File: config.mk
export PLATFORM = sky130hd
export DESIGN_NAME = rational_arithmetic_unit_core
export DESIGN_NICKNAME = d
export VERILOG_FILES = /design/src/rtl/core/rau_pkg.sv /design/src/rtl/core/rational_arithmetic_unit_core.sv
export SDC_FILE = /design/constraint.sdc
export NUM_CORES = 2
export LEC_CHECK = 0
export ABC_AREA = 0
export CELL_PAD_IN_SITES_DETAIL_PLACEMENT = 0
export CELL_PAD_IN_SITES_GLOBAL_PLACEMENT = 1
export CORE_AREA = 2 2 335 337
export DETAILED_ROUTE_END_ITERATION = 12
export DIE_AREA = 0 0 337 339
export DONT_BUFFER_PORTS = 1
export PLACE_DENSITY = 0.63
export SETUP_SLACK_MARGIN = 0.15
export SLEW_MARGIN = 20
export SYNTH_ARGS = -nofsm -noshare
export SYNTH_HDL_FRONTEND = slang
export SYNTH_SLANG_ARGS = --single-unit
export TNS_END_PERCENT = 1
File: constraint.sdc
create_clock -name i_clk -period 15.6 [get_ports i_clk]
set_input_delay 0.78 -clock i_clk [delete_from_list [all_inputs] [get_ports i_clk]]
set_output_delay 0.78 -clock i_clk [all_outputs]
set_load 0.01 [all_outputs]
File: src/rtl/core/rau_pkg.sv
// ----------------------------------------------------------------------------
// rau_pkg - rational arithmetic unit shared definitions
// Operand and result widths, beat types, opcodes and sequencer states.
// ----------------------------------------------------------------------------
package rau_pkg;

    localparam int OPW   = 16;          // operand width
    localparam int PRODW = 2 * OPW;     // product / magnitude width
    localparam int NUMW  = 33;          // result numerator width
    localparam int DENW  = 31;          // result denominator width
    localparam int KW    = 5;           // common power-of-two count
    localparam int CNTW  = 5;           // divider bit counter

    typedef enum logic [1:0] {
        OP_ADD = 2'd0,
        OP_SUB = 2'd1,
        OP_MUL = 2'd2,
        OP_DIV = 2'd3
    } t_opcode;

    typedef enum logic [3:0] {
        S_IDLE,
        S_MUL0,
        S_MUL1,
        S_MUL2,
        S_SUM,
        S_GCD,
        S_DIVN,
        S_DIVD,
        S_DONE
    } t_state;

    typedef struct packed {
        t_opcode                opcode;
        logic signed [OPW-1:0]  a_num;
        logic signed [OPW-1:0]  a_den;
        logic signed [OPW-1:0]  b_num;
        logic signed [OPW-1:0]  b_den;
    } t_in;

    typedef struct packed {
        logic signed [NUMW-1:0] res_num;
        logic [DENW-1:0]        res_den;
        logic                   div_zero;
    } t_out;

    // magnitude of a two's complement operand; the most negative value
    // maps to the top bit alone
    function automatic logic [OPW-1:0] f_mag(input logic [OPW-1:0] v);
        return v[OPW-1] ? (~v + 1'b1) : v;
    endfunction

endpackage

File: src/rtl/core/rational_arithmetic_unit_core.sv
// ----------------------------------------------------------------------------
// rational_arithmetic_unit_core - signed fraction add/sub/mul/div with reduce
// Cross-multiplies two fractions, then reduces by the gcd of the raw terms.
// ----------------------------------------------------------------------------
// Usage:
//   Input channel  (i_in_valid / o_in_stall / i_in_data): one beat carries an
//   opcode and two fractions. Output channel (o_out_valid / i_out_stall /
//   o_out_data): one beat per input beat, numerator signed, denominator
//   positive, div_zero set with zero fields when the raw denominator is zero.
//   One item is in work at a time; o_in_stall is high while it runs.
//   Steps per item, from the accepting edge to the output register:
//     products on the single 16x16 multiplier (S_MUL0..S_MUL2), a sign/magnitude
//     sum, binary gcd (one shift or subtract-and-shift per cycle), restoring
//     division of numerator then denominator by the odd gcd part, output load.
//   Zero numerator or zero denominator skip the gcd and divisions. The
//   sequencer returns to idle before the next beat is taken. The gcd and both
//   divisions share one 33-bit subtractor.
//   A finished result sits in the output register; the next item is taken
//   while it waits. If the receiver stalls and the next result is done, the
//   sequencer holds that result until the register frees.
//   Reset (synchronous, active low) returns the sequencer to idle and drops
//   o_out_valid.
// ----------------------------------------------------------------------------
module rational_arithmetic_unit_core (
    input  logic          i_clk,
    input  logic          i_rst_n,
    input  logic          i_in_valid,
    output logic          o_in_stall,
    input  rau_pkg::t_in  i_in_data,
    output logic          o_out_valid,
    input  logic          i_out_stall,
    output rau_pkg::t_out o_out_data
);
    import rau_pkg::*;

    t_state            r_state;
    t_state            n_state;
    t_opcode           r_opc;
    logic [OPW-1:0]    r_an;
    logic [OPW-1:0]    r_ad;
    logic [OPW-1:0]    r_bn;
    logic [OPW-1:0]    r_bd;
    logic              r_an_s;
    logic              r_ad_s;
    logic              r_bn_s;
    logic              r_bd_s;
    logic [PRODW-1:0]  r_t0;
    logic [PRODW-1:0]  r_t1;
    logic              r_t0_s;
    logic              r_t1_s;
    logic [PRODW-1:0]  r_num;
    logic [PRODW-1:0]  r_den;
    logic              r_num_s;
    logic              r_den_s;
    logic              r_err;
    logic [PRODW-1:0]  r_p;
    logic [PRODW-1:0]  r_q;
    logic [KW-1:0]     r_k;
    logic [PRODW-1:0]  r_quo;
    logic [PRODW-1:0]  r_rem;
    logic [CNTW-1:0]   r_cnt;
    logic              r_out_vld;
    t_out              r_out;
    t_out              n_out;

    logic              in_acc;
    logic              out_free;
    logic              out_load;

    logic [OPW-1:0]    mul_a;
    logic [OPW-1:0]    mul_b;
    logic              mul_s;
    logic [PRODW-1:0]  mul_p;
    logic              mul_neg;

    logic [PRODW:0]    sum_add;
    logic [PRODW:0]    sum_dif;
    logic [PRODW-1:0]  sum_mag;
    logic              sum_s;

    logic [PRODW:0]    alu_a;
    logic [PRODW:0]    alu_b;
    logic [PRODW:0]    alu_y;
    logic [PRODW-1:0]  qmp;
    logic [PRODW:0]    rem_sh;
    logic              div_bit;
    logic [PRODW-1:0]  quo_nx;
    logic [PRODW-1:0]  rem_nx;
    logic              cnt_last;

    logic              res_neg;
    logic [NUMW-1:0]   num_ext;

    assign in_acc   = i_in_valid && !o_in_stall;
    assign out_free = !r_out_vld || !i_out_stall;

    // ---------------- sequencer ----------------
    always_comb begin
        n_state = r_state;
        case (r_state)
            S_IDLE: begin
                if (in_acc) n_state = S_MUL0;
            end
            S_MUL0: n_state = S_MUL1;
            S_MUL1: n_state = S_MUL2;
            S_MUL2: n_state = S_SUM;
            S_SUM: begin
                if ((r_den == '0) || (sum_mag == '0)) n_state = S_DONE;
                else n_state = S_GCD;
            end
            S_GCD: begin
                if (r_p == r_q) n_state = S_DIVN;
            end
            S_DIVN: begin
                if (cnt_last) n_state = S_DIVD;
            end
            S_DIVD: begin
                if (cnt_last) n_state = S_DONE;
            end
            S_DONE: begin
                if (out_free) n_state = S_IDLE;
            end
            default: n_state = S_IDLE;
        endcase
    end

    always_comb begin
        o_in_stall = 1'b1;
        out_load   = 1'b0;
        case (r_state)
            S_IDLE: o_in_stall = 1'b0;
            S_DONE: out_load = out_free;
            default: ;
        endcase
    end

    always_ff @(posedge i_clk) begin
        if (!i_rst_n) begin
            r_state <= S_IDLE;
        end else begin
            r_state <= n_state;
        end
    end

    // ---------------- shared multiplier ----------------
    always_comb begin
        mul_a = r_an;
        mul_b = r_bd;
        mul_s = 1'b0;
        case (r_state)
            S_MUL0: begin
                mul_a = r_an;
                if (r_opc == OP_MUL) begin
                    mul_b = r_bn;
                    mul_s = r_an_s ^ r_bn_s;
                end else begin
                    mul_b = r_bd;
                    mul_s = r_an_s ^ r_bd_s;
                end
            end
            S_MUL1: begin
                // second cross term; subtract flips the sign of b
                mul_a = r_bn;
                mul_b = r_ad;
                mul_s = r_bn_s ^ (r_opc == OP_SUB) ^ r_ad_s;
            end
            S_MUL2: begin
                mul_a = r_ad;
                if (r_opc == OP_DIV) begin
                    mul_b = r_bn;
                    mul_s = r_ad_s ^ r_bn_s;
                end else begin
                    mul_b = r_bd;
                    mul_s = r_ad_s ^ r_bd_s;
                end
            end
            default: ;
        endcase
    end

    assign mul_p   = PRODW'(mul_a) * PRODW'(mul_b);
    assign mul_neg = mul_s && (mul_p != '0);

    // ---------------- sign/magnitude numerator ----------------
    assign sum_add = {1'b0, r_t0} + {1'b0, r_t1};
    assign sum_dif = {1'b0, r_t0} - {1'b0, r_t1};

    always_comb begin
        sum_mag = r_t0;
        sum_s   = r_t0_s;
        if ((r_opc == OP_ADD) || (r_opc == OP_SUB)) begin
            if (r_t0_s == r_t1_s) begin
                sum_mag = sum_add[PRODW-1:0];
                sum_s   = r_t0_s;
            end else if (!sum_dif[PRODW]) begin
                sum_mag = sum_dif[PRODW-1:0];
                sum_s   = r_t0_s;
            end else begin
                sum_mag = r_t1 - r_t0;
                sum_s   = r_t1_s;
            end
        end
        if (sum_mag == '0) sum_s = 1'b0;
    end

    // ---------------- shared subtractor ----------------
    assign rem_sh = {r_rem, r_quo[PRODW-1]};

    always_comb begin
        alu_a = {1'b0, r_p};
        alu_b = {1'b0, r_q};
        case (r_state)
            S_DIVN, S_DIVD: begin
                alu_a = rem_sh;
                alu_b = {1'b0, r_p};
            end
            default: ;
        endcase
    end

    assign alu_y    = alu_a - alu_b;
    assign qmp      = r_q - r_p;
    assign div_bit  = !alu_y[PRODW];
    assign quo_nx   = {r_quo[PRODW-2:0], div_bit};
    assign rem_nx   = div_bit ? alu_y[PRODW-1:0] : rem_sh[PRODW-1:0];
    assign cnt_last = (r_cnt == CNTW'(PRODW - 1));

    // ---------------- datapath ----------------
    always_ff @(posedge i_clk) begin
        case (r_state)
            S_IDLE: begin
                if (in_acc) begin
                    r_opc  <= i_in_data.opcode;
                    r_an   <= f_mag(i_in_data.a_num);
                    r_ad   <= f_mag(i_in_data.a_den);
                    r_bn   <= f_mag(i_in_data.b_num);
                    r_bd   <= f_mag(i_in_data.b_den);
                    r_an_s <= i_in_data.a_num[OPW-1];
                    r_ad_s <= i_in_data.a_den[OPW-1];
                    r_bn_s <= i_in_data.b_num[OPW-1];
                    r_bd_s <= i_in_data.b_den[OPW-1];
                end
            end
            S_MUL0: begin
                r_t0   <= mul_p;
                r_t0_s <= mul_neg;
            end
            S_MUL1: begin
                r_t1   <= mul_p;
                r_t1_s <= mul_neg;
            end
            S_MUL2: begin
                r_den   <= mul_p;
                r_den_s <= mul_neg;
            end
            S_SUM: begin
                r_err <= (r_den == '0);
                if (r_den == '0) begin
                    r_num   <= '0;
                    r_num_s <= 1'b0;
                    r_den_s <= 1'b0;
                end else if (sum_mag == '0) begin
                    r_num   <= '0;
                    r_den   <= PRODW'(1);
                    r_num_s <= 1'b0;
                    r_den_s <= 1'b0;
                end else begin
                    r_num   <= sum_mag;
                    r_num_s <= sum_s;
                    r_p     <= sum_mag;
                    r_q     <= r_den;
                    r_k     <= '0;
                end
            end
            S_GCD: begin
                // binary gcd: r_p ends as the odd part, r_k the shared twos
                if (r_p == r_q) begin
                    r_quo <= r_num >> r_k;
                    r_rem <= '0;
                    r_cnt <= '0;
                end else if (!r_p[0] && !r_q[0]) begin
                    r_p <= r_p >> 1;
                    r_q <= r_q >> 1;
                    r_k <= r_k + 1'b1;
                end else if (!r_p[0]) begin
                    r_p <= r_p >> 1;
                end else if (!r_q[0]) begin
                    r_q <= r_q >> 1;
                end else if (!alu_y[PRODW]) begin
                    r_p <= {1'b0, alu_y[PRODW-1:1]};
                end else begin
                    r_q <= {1'b0, qmp[PRODW-1:1]};
                end
            end
            S_DIVN: begin
                if (cnt_last) begin
                    r_num <= quo_nx;
                    r_quo <= r_den >> r_k;
                    r_rem <= '0;
                    r_cnt <= '0;
                end else begin
                    r_quo <= quo_nx;
                    r_rem <= rem_nx;
                    r_cnt <= r_cnt + 1'b1;
                end
            end
            S_DIVD: begin
                if (cnt_last) begin
                    r_den <= quo_nx;
                    r_cnt <= '0;
                end else begin
                    r_quo <= quo_nx;
                    r_rem <= rem_nx;
                    r_cnt <= r_cnt + 1'b1;
                end
            end
            default: ;
        endcase
    end

    // ---------------- output register ----------------
    assign res_neg = r_num_s ^ r_den_s;
    assign num_ext = {1'b0, r_num};

    always_comb begin
        n_out.res_num  = res_neg ? -num_ext : num_ext;
        n_out.res_den  = r_den[DENW-1:0];
        n_out.div_zero = r_err;
    end

    always_ff @(posedge i_clk) begin
        if (!i_rst_n) begin
            r_out_vld <= 1'b0;
        end else if (out_load) begin
            r_out_vld <= 1'b1;
        end else if (!i_out_stall) begin
            r_out_vld <= 1'b0;
        end
    end

    always_ff @(posedge i_clk) begin
        if (out_load) begin
            r_out <= n_out;
        end
    end

    assign o_out_valid = r_out_vld;
    assign o_out_data  = r_out;

endmodule

# Yosys cells after proc, flatten, opt, wreduce, memory -nomap -nowiden
# Index checks and enable logic that the tools add are counted.
# Widths: inputs -> output; s select.
[totals] regBits=411 out_inout_bits=67 in_bits=70 word_cells=203
[op_classes] n_bitwise=11 mux=74 mul=1 n_shift=2 n_addsub=12 eq_ne=31 n_reduce_logical=36
[ops] operator="$mux 32" n=31
[ops] operator="$pmux 32 s3" n=3
[ops] operator="$pmux 32 s2" n=3
[ops] operator="$add 16x1->16 const B" n=4
[ops] operator="$logic_not 32->1" n=2
[ops] operator="$not 16->16" n=4
[ops] operator="$shr 32x5->32" n=2
[ops] operator="$sub 32x32->32" n=2
[ops] operator="$mux 15" n=4
[ops] operator="$pmux 16 s3" n=1
[ops] operator="$pmux 4 s9" n=1
[ops] operator="$mux 33" n=1
[ops] operator="$neg 32->33" n=1
[ops] operator="$sub 32x32->33" n=1
[ops] operator="$sub 33x33->33" n=1
[ops] operator="$add 32x32->32" n=1
[ops] operator="$eq 32x32->1" n=1
[ops] operator="$mul 16x16->32" n=1
[ops] operator="$mux 16" n=2
[ops] operator="$pmux 16 s2" n=1
[ops] operator="$reduce_bool 32->1" n=1
[ops] operator="$mux 5" n=6
[ops] operator="$mux 4" n=6
[ops] operator="$ne 2x2->1 const B" n=11
[ops] operator="other kinds (30)" n=76

# Logic depth before layout (Yosys ltp)
[depth] ltp_word=10 ltp_mapped=34 depth_no_buf=31

# Least setup slack after synthesis
# No wires, ideal clock.
[synth_path] path_kind="flip-flop to flip-flop" start="register r_state[1]" end="register r_t0_s, data pin" t_required_ps=15332 t_arrival_ps=9089 stages_incl_launch_ff=33 setup_ps=268 path_slack_ps=6243 path_buffers=3 period_less_slack_ps=9357 path_cell_list="dfxtp_1 -> clkbuf_1 -> nand2b_1 -> nor3_1 -> clkbuf_1 -> a22oi_1 -> nand2_1 -> clkbuf_1 -> nand2_1 -> fa_1 -> inv_1 -> fa_1 -> inv_1 -> fa_1 -> inv_1 -> fa_1 -> fa_1 -> inv_1 -> fa_1 -> inv_1 -> ha_1 -> a21o_1 -> a21oi_1 -> nand2b_1 -> o21ai_0 -> o21ai_0 -> nor2b_1 -> or4_1 -> nor4b_1 -> nand4b_1 -> nor4_1 -> nand3_1 -> o41a_1"
[synth_between] elab_chain_len=5
[synth_rtl] element="from (decl)" line_no="rational_arithmetic_unit_core.sv:36" text="t_state r_state;"
[synth_rtl] element="from (signal assigned)" line_no="rational_arithmetic_unit_core.sv:141" text="r_state <= n_state;"
[synth_rtl] element="$eq 4x2->1 / $eq 4x1->1 (equally long branches)" line_no="rational_arithmetic_unit_core.sv:150" text="case (r_state)"
[synth_rtl] element="$pmux 16 s3 / $pmux 16 s2 (equally long branches)" line_no="rational_arithmetic_unit_core.sv:150"
[synth_rtl] element="$mul 16x16->32 (*)" line_no="rational_arithmetic_unit_core.sv:181" text="assign mul_p = PRODW'(mul_a) * PRODW'(mul_b);"
[synth_rtl] element="via mul_p[17]" line_no="rational_arithmetic_unit_core.sv:73" text="logic [PRODW-1:0] mul_p;"
[synth_rtl] element="$reduce_bool 32->1 (*)" line_no="rational_arithmetic_unit_core.sv:182" text="assign mul_neg = mul_s && (mul_p != '0);"
[synth_rtl] element="$logic_and 1x1->1 (*)" line_no="rational_arithmetic_unit_core.sv:182"
[synth_rtl] element="via mul_neg" line_no="rational_arithmetic_unit_core.sv:74" text="logic mul_neg;"
[synth_rtl] element="to (signal assigned)" line_no="rational_arithmetic_unit_core.sv:246" text="r_t0_s <= mul_neg;"
[synth_rtl] element="to (decl)" line_no="rational_arithmetic_unit_core.sv:49" text="logic r_t0_s;"
# The timed path passes the listed nets; every way through them passes the cells marked *.
# A chain may end at the register's enable or synchronous reset.

# Worst setup path in the final report
[layout_path] start="register r_state[1]" end="register r_t1_s, data pin"
[layout_between] elab_chain_len=5
[layout_rtl] element="$eq 4x2->1 / $eq 4x1->1 (equally long branches)" line_no="rational_arithmetic_unit_core.sv:150"
[layout_rtl] element="$pmux 16 s3 / $pmux 16 s2 (equally long branches)" line_no="rational_arithmetic_unit_core.sv:150"
[layout_rtl] element="$mul 16x16->32 (*)" line_no="rational_arithmetic_unit_core.sv:181"
[layout_rtl] element="via mul_p[17]" line_no="rational_arithmetic_unit_core.sv:73"
[layout_rtl] element="$reduce_bool 32->1 (*)" line_no="rational_arithmetic_unit_core.sv:182"
[layout_rtl] element="$logic_and 1x1->1 (*)" line_no="rational_arithmetic_unit_core.sv:182"
[layout_rtl] element="via mul_neg" line_no="rational_arithmetic_unit_core.sv:74"
[layout_rtl] element="to (signal assigned)" line_no="rational_arithmetic_unit_core.sv:250" text="r_t1_s <= mul_neg;"
[layout_rtl] element="to (decl)" line_no="rational_arithmetic_unit_core.sv:50" text="logic r_t1_s;"
# Marks and branches as above.

==> summary.md <==
| Metric | Value |
|---|---|
| Num rows | between 100 and 150 |
| Total gr overflow | 0 |
| Clk slew on worst S/H paths | 60 ps |
| Endpoint class of the critical path | flop |
| Port Buffers | 0 |
| Routed vias/inst | around 5.8 |
| Die width | 337 um |
| Ys Warns | 0 |
| Clk sinks | about 400 |
| Cell Area, Synth | 0.0397 sq mm |
| I/O Pins | 137 |
| Largest net degree at the start of global routing | 84 |
| Root Buffer | clkbuf_16 |
| Kind of critical path | reg -> reg |
| CP Data Arrival Time | 9650 ps |
| Final WS setup | 6320 ps |
| Routed vias | 33.9k |
| Filler cell count | 11.2k |
| Setup bufs post-CTS | 0 |
| WL final | 151 mm |
| Synth Area in Adders | between 10% and 20% |
| Mapped Cells | 4437 |
| Final Max Tran Viols | 0 |
| DR pass1 iterations | 5 |
| Worst slew pin tran | about 1100 ps |
| Hold Slack | 221 ps |
| Number of remaining DRC errors | 0 |
| Max clock buf depth | 3 |
| CTS tree | done |
| Sequential element share of the synthesized area | 31.0% |
| Mapped Avg Cell Area | 8.94 sq um |
| Crit path max fanout | 50 |
| RSZ-0062 raised after global routing | no |
| Fraction of registers with async set/reset | 0% |
| Worst Clk Skew | ~53 ps |
| Relative slew slack | approximately a quarter |
| Fmax | 0.108 GHz |
| Compound-cell area share of the yosys netlist | roughly a fifth |
| Antenna violations before repair | 7 |
| H-tree levels | 2 |
| Dpl hpwl | 116 mm |
| Count leader, synth | nand2_1 |
| Distinct cells, synth | 98 |
| Simple-gate area share of the yosys netlist | 15.8% |
| Register bit total from synthesis | 411 |
| Post-CTS Resized | 0 |
| Area share of xor/xnor cells in the synthesized design | 4.33% |
| Pre-CTS setup slack | about 6300 ps |
| Area growth from synthesis to layout | 8.80% |
| DRC marker count from the first detailed-route iteration | just over 3k |
| Vias in the first global route | 33.0k |
| First-pass GRT wire length | around 220 mm |
| Die area | around 0.11 sq mm |
| Hold crit path type | in -> reg |
| RePlAce Congestion | 0.946 |
| Post-DRT Antenna Nets | 0 |
| Clk_lat worst skew | 670 ps |
| Synth cell count leaders | nand2_1 (566), edfxtp_1 (406), inv_1 (401) |
| Final setup fails | 0 |
| Hold Violations, Final | 0 |
| Tcrit/Tclk final | 59.5% |
| Die Y | about 340 um |
| TritonCTS Buffers | 53 |
| Total core area | roughly 0.11 sq mm |
| Fin crit period | 9280 ps |
| Final core utilization | 39.1% |
| Outcome | complete, no violations |
| # hold bufs at CTS | 0 |
| Largest family of logic cells by synthesized area | compound AO/OA/AOI/OAI gates |
| Top cell type by total area after synthesis | edfxtp_1 |
| Share of layout cells above drive strength 1 | 6.12% |
| Initial Util | 36.0% |
| TNS Setup | 0 ps |
| Final #Nets | 4863 |
| Post-synthesis mux area share | 4.43% |
| Critical Path Source Type | flop |
| Synth area leaders | edfxtp_1 (31%), fa_1 (10%), ha_1 (8.6%) |
| Post-synth top area share | 30.7% |
| Gr usage total | 26.1% |
| Max-Cap Viols | 0 |
| Req. time, crit path | between 15000 and 20000 ps |
| Syn_nets | 4978 |
| Number of synthesized flops with an enable pin | 406 |
| DR WL/cell | about 26 um |
| Top FF cell, synth | edfxtp_1 |
registers in the layout (all words and copies together), names as in the netlist, 2 cells and up:
name	count
r_num	32
r_cnt	5
r_ad	16
r_rem	32
r_bd	16
r_bn	16
r_t0	32
o_out_data	65
r_den	32
r_p	32
r_opc	2
r_k	5
r_t1	32
r_an	16
r_quo	32
r_state	4
r_q	32
placed cells by master (no fill, tap or decap), drive strengths merged, types with 50 or more instances in the layout:
cell,n
nand2,566
inv,410
a21oi,389
fa,199
nand3,74
nor3,62
a21o,95
a31oi,50
o31ai,66
xor2,62
o21ai,216
nor2,395
clkbuf,55
xnor2,134
ha,272
edfxtp,406
buf,64
nor2b,52
mux2i,82
kinds of logic after synthesis:
group,count (synthesis)
adder cells (fa/ha/maj),471
multiplexers,132
buffers and inverters,637
AND/OR/NAND/NOR,1392
XOR/XNOR,196
flip-flops,411
AO/OA/AOI/OAI,1198
layout make-up:
type                    instances  area, sq um  share of cell area (%)
diodes                          1         2.50                 0.00580
inverters                     403         1510                    3.50
multi-input cells            3389        25100                    58.2
clock buffers                  55         1330                    3.09
repair buffers                 64          480                    1.11
clock inverters                43          564                    1.31
flip-flops and latches        411        12300                    28.5
well taps                    1488         1860                    4.31
path summary, 6_finish.rpt:
| path | from | end | slack, ps | cells past startpoint |
|---|---|---|---|---|
| worst max-delay path | r_state[1] | r_t1_s | 6320 | 27 |
| worst min-delay path | i_in_data[65] | r_opc[1] | 220 | 0 |
| worst max register to register | r_state[1] | r_t1_s | 6320 | 27 |
| worst min register to register | r_den[3] | o_out_data[4] | 590 | 0 |
worst max-delay path, stage by stage (launching register included):
cell,delay [ps]
dfxtp_1,580
inv_1,250
nor3_2,220
buf_4,440
nor2_1,120
a21oi_1,860
nand2_1,170
fa_1,540
fa_1,580
fa_1,450
fa_1,550
inv_1,50
fa_1,470
inv_1,50
fa_1,470
inv_1,40
ha_1,330
nand2_1,70
o31ai_1,360
o21ai_0,320
o21bai_1,310
nor2b_1,150
or4_1,530
nor4b_1,270
nand4b_1,120
nor4_1,180
nand3_1,130
o41a_1,360
metal layers:
metal	wire length (um)	vias to the layer above	track usage, %	part of all wire (%)
li1	-	15600	-	-
met1	64800	16700	35.0	43
met2	70800	1287	42.8	47
met3	8990	253	3.22	6.0
met4	6410	0	10.1	4.2
met5	0	-	0	0
through the flow:
step	instances	instance area (sq um)
global route	5853	43200
global placement	5755	41300
finish	5854	43200
floorplan	4437	39700
detailed placement	5755	41300
CTS	5853	43200
Power is not shown: default switching activity piles up to over one toggle a cycle in this logic, so the estimate is an artifact.
